**src/hw/rtl/cfba_pkg.sv**
```systemverilog
// Shared types and constants for the chunked fixed-block allocator.
// No dependencies; every other file of the block refers to this package.
`timescale 1ns / 1ps
`default_nettype none

package cfba_pkg;

    // Default sizing of the allocator.
    localparam int DEF_MAX_CHUNKS = 8;
    localparam int DEF_MAX_BLOCKS = 255;

    // Configuration port.
    localparam int CFG_IDX_W  = 2;
    localparam int CFG_DATA_W = 13;
    localparam logic [CFG_IDX_W-1:0] REG_BPC = 2'd0;  // blocks_per_chunk
    localparam logic [CFG_IDX_W-1:0] REG_BSZ = 2'd1;  // block_size

    // Register reset values.
    localparam logic [7:0]  BPC_RESET = 8'd255;
    localparam logic [12:0] BSZ_RESET = 13'd8;

    // Request codes.
    localparam logic FN_FREE = 1'b1;

    // Status codes.
    localparam logic [1:0] ST_OK    = 2'd0;
    localparam logic [1:0] ST_FULL  = 2'd1;
    localparam logic [1:0] ST_RANGE = 2'd2;

    typedef struct packed {
        logic       func;
        logic [2:0] free_chunk;
        logic [7:0] free_block;
    } t_req;

    typedef struct packed {
        logic [1:0]  status;
        logic [2:0]  out_chunk;
        logic [7:0]  out_block;
        logic [19:0] byte_offset;
    } t_rsp;

    // One row of the chunk table.
    typedef struct packed {
        logic [7:0] head;
        logic [7:0] avail;
        logic [7:0] blocks;
    } t_chunk_ent;

endpackage

`default_nettype wire

```
**src/hw/rtl/cfba_chunk_ram.sv**
```systemverilog
// Chunk table: free-list head, free count and block count per chunk.
// Synchronous write, registered read. Uses cfba_pkg for the row type.
`timescale 1ns / 1ps
`default_nettype none

module cfba_chunk_ram #(
    parameter int DEPTH = cfba_pkg::DEF_MAX_CHUNKS,
    parameter int AW    = (cfba_pkg::DEF_MAX_CHUNKS > 1) ? $clog2(cfba_pkg::DEF_MAX_CHUNKS) : 1
) (
    input  wire logic                 i_clk,
    input  wire logic                 i_we,
    input  wire logic [AW-1:0]        i_waddr,
    input  wire cfba_pkg::t_chunk_ent i_wdata,
    input  wire logic                 i_re,
    input  wire logic [AW-1:0]        i_raddr,
    output cfba_pkg::t_chunk_ent      o_rdata
);

    cfba_pkg::t_chunk_ent r_mem [DEPTH];
    cfba_pkg::t_chunk_ent r_rdata;

    always_ff @(posedge i_clk) begin
        if (i_we) begin
            r_mem[i_waddr] <= i_wdata;
        end
        // hold read data until the next read
        if (i_re) begin
            r_rdata <= r_mem[i_raddr];
        end
    end

    assign o_rdata = r_rdata;

endmodule

`default_nettype wire

```
**config.mk**
```make
export PLATFORM = sky130hd
export DESIGN_NAME = cfba_chunk_ram
export DESIGN_NICKNAME = d
export VERILOG_FILES = /design/src/hw/rtl/cfba_pkg.sv /design/src/hw/rtl/cfba_chunk_ram.sv
export SDC_FILE = /design/constraint.sdc
export NUM_CORES = 1
export LEC_CHECK = 0
export BUFFER_PORTS_ARGS = -buffer_cell sky130_fd_sc_hd__buf_2
export CAP_MARGIN = 30
export CELL_PAD_IN_SITES_DETAIL_PLACEMENT = 0
export CELL_PAD_IN_SITES_GLOBAL_PLACEMENT = 2
export CORE_MARGIN = 5
export CORE_UTILIZATION = 52
export CTS_BUF_LIST = sky130_fd_sc_hd__clkbuf_16
export CTS_CLUSTER_DIAMETER = 80
export DETAILED_ROUTE_END_ITERATION = 16
export GPL_TIMING_DRIVEN = 0
export PLACE_DENSITY = 0.87
export SLEW_MARGIN = 25
export SYNTH_ARGS = -nofsm -noshare
export SYNTH_HDL_FRONTEND = slang
export SYNTH_SLANG_ARGS = --single-unit
```
**constraint.sdc**
```tcl
create_clock -name i_clk -period 5.85 [get_ports i_clk]
set_clock_uncertainty 0.1 [all_clocks]
set_input_delay 0.585 -clock i_clk [delete_from_list [all_inputs] [get_ports i_clk]]
set_output_delay 0.585 -clock i_clk [all_outputs]
set_load 0.01 [all_outputs]
```
; ---- Yosys cells after proc, flatten, opt, wreduce, memory -nomap -nowiden
; Memory sizes are Yosys's and may differ from the RTL's. A register that Yosys moved wholly into a read port is not among the register bits.
; Cells that the tools add are included.
[word_totals]
ramBits = 192
reg_bits = 0
elab_cells = 3
mem_count = 1
inputBits = 33
output_inout_bits = 24
[op_classes]
n_mux = 2
[mem_list]
columns = name, depth, word_bits, rd, rd_clocked_by_memory_dff, wr, line_no
row1 = r_mem, 8, 24, 1, 1, 1, cfba_chunk_ram.sv:19  ; cfba_pkg::t_chunk_ent r_mem [DEPTH];
[op_table]
columns = operator, count
row1 = $mux W1, 2

; ---- Depth between registers and ports, before layout
[logic_depth]
depth_word = 2
mapped_depth = 4
depth_no_buf = 2

; ---- Worst setup path after synthesis
; OpenSTA, ideal clock, no wires.
[synth_timing]
kind = input to register
startpoint = in i_waddr[2]
endpoint = mem r_mem[0][0] (netlist bit) (enable)
setup_slack_ns = 2.880
path_stages = 2
arrival_ns = 2.434
required_time_ns = 5.315
setup_ns = 0.435
n_path_buf = 0
path_cell_list = nand2b_1 > nor3_1
[synth_rtl]
columns = item, line_no
row1 = from (decl), cfba_chunk_ram.sv:12  ; input wire logic [AW-1:0] i_waddr,
row2 = to (decl), cfba_chunk_ram.sv:19
; No word-level cell before the write port.

; ---- Worst setup path after layout
[layout_timing]
startpoint = in i_waddr[2]
endpoint = mem r_mem[0][4] (netlist bit) (enable)
; No word-level cell before the write port.

==> metrics.md <==
| Metric | Value |
|---|---|
| Outcome | `finished clean` |
| Tcrit/Tclk final | `0.3127` |
| Final worst setup slack | `4.021 ns` |
| IO buf count | `53` |
| Cell area after synthesis | `0.008038 sq mm` |
| Share of layout cells above drive strength 1 | `0.4511` |
| Post-Layout Cell Count | `607` |
| Max Freq | `0.5466 GHz` |
| Peak fanout along the critical path | `8` |
| Post-Syn Area per Cell | `25.60 sq um` |
| Largest net degree at the start of global routing | `25` |
| CP arrival | `1.92 ns` |
| Largest family of logic cells by synthesized area | `multiplexers` |
| Number of CTS-inserted buffers | `22` |
| Netlist cell types | `13` |
| Placed insts | `567` |
| Routability cong. | `0.6628` |
| Die Ht | `134.3 microns` |
| Row count | `45` |
| Post-synthesis mux area share | `0.1737` |
| RSZ-0062 raised after global routing | `no` |
| Final hold slack | `0.2591 ns` |
| Most frequent cell after synthesis | `edfxtp_1` |
| CTS Hold Buffers Added | `0` |
| CTS tree | `yes` |
| Vias | `3480` |
| Clk_lat worst skew | `0.49 ns` |
| Req. time, crit path | `5.94 ns` |
| # nets final | `436` |
| Post-synth EDFFs | `216` |
| Congestion Overflow GR | `0` |
| Leak | `0.003186 uW` |
| Reg2Reg Depth | `2` |
| # setup viols final | `0` |
| Measured slew at the worst slew-check pin | `0.9506 ns` |
| Crit path time final | `1.829 ns` |
| Core box area | `0.01520 sq mm` |
| Max Root-Sink Buffers | `3` |
| Cell type with the largest total area after synthesis | `edfxtp_1` |
| Post_cts resized | `0` |
| Post-CTS Setup Bufs | `0` |
| Post-DP HPWL | `8869 microns` |
| Flop2flop setup slack | `4.33 ns` |
| Residual DRC | `0` |
| Register area share after synthesis | `0.8070` |
| Power Dens Cells | `352.5 mW/mm^2` |
| Chip width | `134.3 microns` |
| Clk pin slew, worst setup/hold paths | `0.06 ns` |
| CP Launch Type | `primary input` |
| Final Util | `0.6281` |
| Num ports | `57` |
| ANT cells | `0` |
| Die area | `0.01804 sq mm` |
| Yosys warning count | `0` |
| Initial antenna violation count | `0` |
| Synth Area in Adders | `0` |
| Initial Utilization | `0.5287` |
| Htree depth | `1` |
| DR WL/cell | `23.92 microns` |
| Max Cap Viol | `0` |
| Max-slew violations | `0` |
| Rel. slew slack | `0.3663` |
| Hold Path Stages | `1` |
| First-pass GRT wire length | `22690 microns` |
| Vias in the first global route | `3865` |
| Simple-gate share of the synthesized area | `0.007316` |
| Via density | `5.733` |
| Final hold vios | `0` |
| Synth top area share | `0.8070` |
| FFs w/ async S/R, synth | `0` |
| Synth Area in XOR/XNOR | `0` |
| Top cells by count, synth | `216 x edfxtp_1, 48 x mux4_2, 12 x mux2_2, 12 x mux2_4` |
| DR iter-0 viols | `387` |
| Ys flop type | `edfxtp_1` |
| Setup tns final | `0 ns` |
| Area Growth Syn to Fin | `18.80%` |
| Synth Area in Compound Gates | `0` |
| GRT Util Overall | `0.1681` |
| Class of the most critical setup path | `in -> reg` |
| TritonRoute pass-1 iters | `5` |
| Peak supply drop | `0.1843 mV` |
| Clk sinks | `216` |
| Synth top area cells | `edfxtp_1 81%, mux4_2 13%, mux2_4 2.2%` |
| Post-Syn Instances | `314` |
| Routed WL | `14520 microns` |
| Final ANT Viol Nets | `0` |
| Seq cells post-synth | `216` |
| Clock Tree Root | `clkbuf_16` |
| Mapped Nets | `347` |
| Critical Path Sink Type | `flip-flop` |
| Hold crit path type | `in -> reg` |
| Setup WS pre-CTS | `3.505 ns` |
[cell families (layout without fill, tap and decap cells)]
kind of cell	after synthesis	in the layout
DFF	216	216
muxes	72	72
and+or+nand+nor	13	13
buffers and inverters	13	118
[where the power goes]
group | total [uW] | internal (uW) | switching (uW)
Combinational | 186 | 91.3 | 94.8
Clock | 1400 | 848 | 550
Sequential | 1780 | 1770 | 13.4
[layer usage]
| metal | track usage | vias up | part of all wire |
|---|---|---|---|
| met4 | 0.04751 | 0 | 0.019 |
| met2 | 0.2735 | 116 | 0.50 |
| li1 | - | 1531 | - |
| met5 | 0 | - | 0 |
| met1 | 0.2353 | 1811 | 0.41 |
| met3 | 0.03451 | 22 | 0.065 |
[path summary, 6_finish.rpt]
kind,start,end
min reg2reg,r_mem[6][12],o_rdata[12]
min,i_wdata[15],r_mem[1][15]
max,i_waddr[2],r_mem[0][4]
max reg2reg,r_mem[7][9],o_rdata[9]
[sequential cells by signal, summed over array words and instances (netlist names)]
name and flops:
o_rdata 24, r_mem 192
[layout by cell type (no fill, tap or decap)]
cell / n
buf_1: 1
buf_12: 2
buf_16: 6
buf_2: 59
buf_4: 5
buf_6: 2
bufinv_16: 3
clkbuf_1: 3
clkbuf_16: 23
clkinv_1: 4
clkinv_2: 5
clkinv_4: 1
clkinvlp_4: 2
edfxtp_1: 216
inv_1: 1
inv_6: 1
mux2_2: 12
mux2_4: 12
mux4_2: 48
nand2_1: 2
nand2b_1: 3
nor2_4: 6
nor3_2: 2
[metrics by stage]
step,cell area (sq um),power (uW)
2_1_floorplan,8038,1919
3_3_place_gp,8538,1985
3_5_place_dp,8807,2004
4_1_cts,9549,3394
5_1_grt,9549,3481
6_report,9549,3366
[critical path, cell delays in order]
cell and delay (ns):
buf_2 0.10, nand2b_1 0.28, nor3_2 0.64, buf_4 0.31
[final cells by class]
| class | count | area [sq um] |
|---|---|---|
| clock inverters | 17 | 166.4 |
| clock buffers | 23 | 575.6 |
| multi-input cells | 85 | 1510 |
| well taps | 188 | 235.2 |
| plain buffers | 13 | 96.34 |
| fillers | 1001 | 5653 |
| repair buffers | 65 | 479.2 |
| flip-flops and latches | 216 | 6486 |
Power figures use the tool's default switching activity.
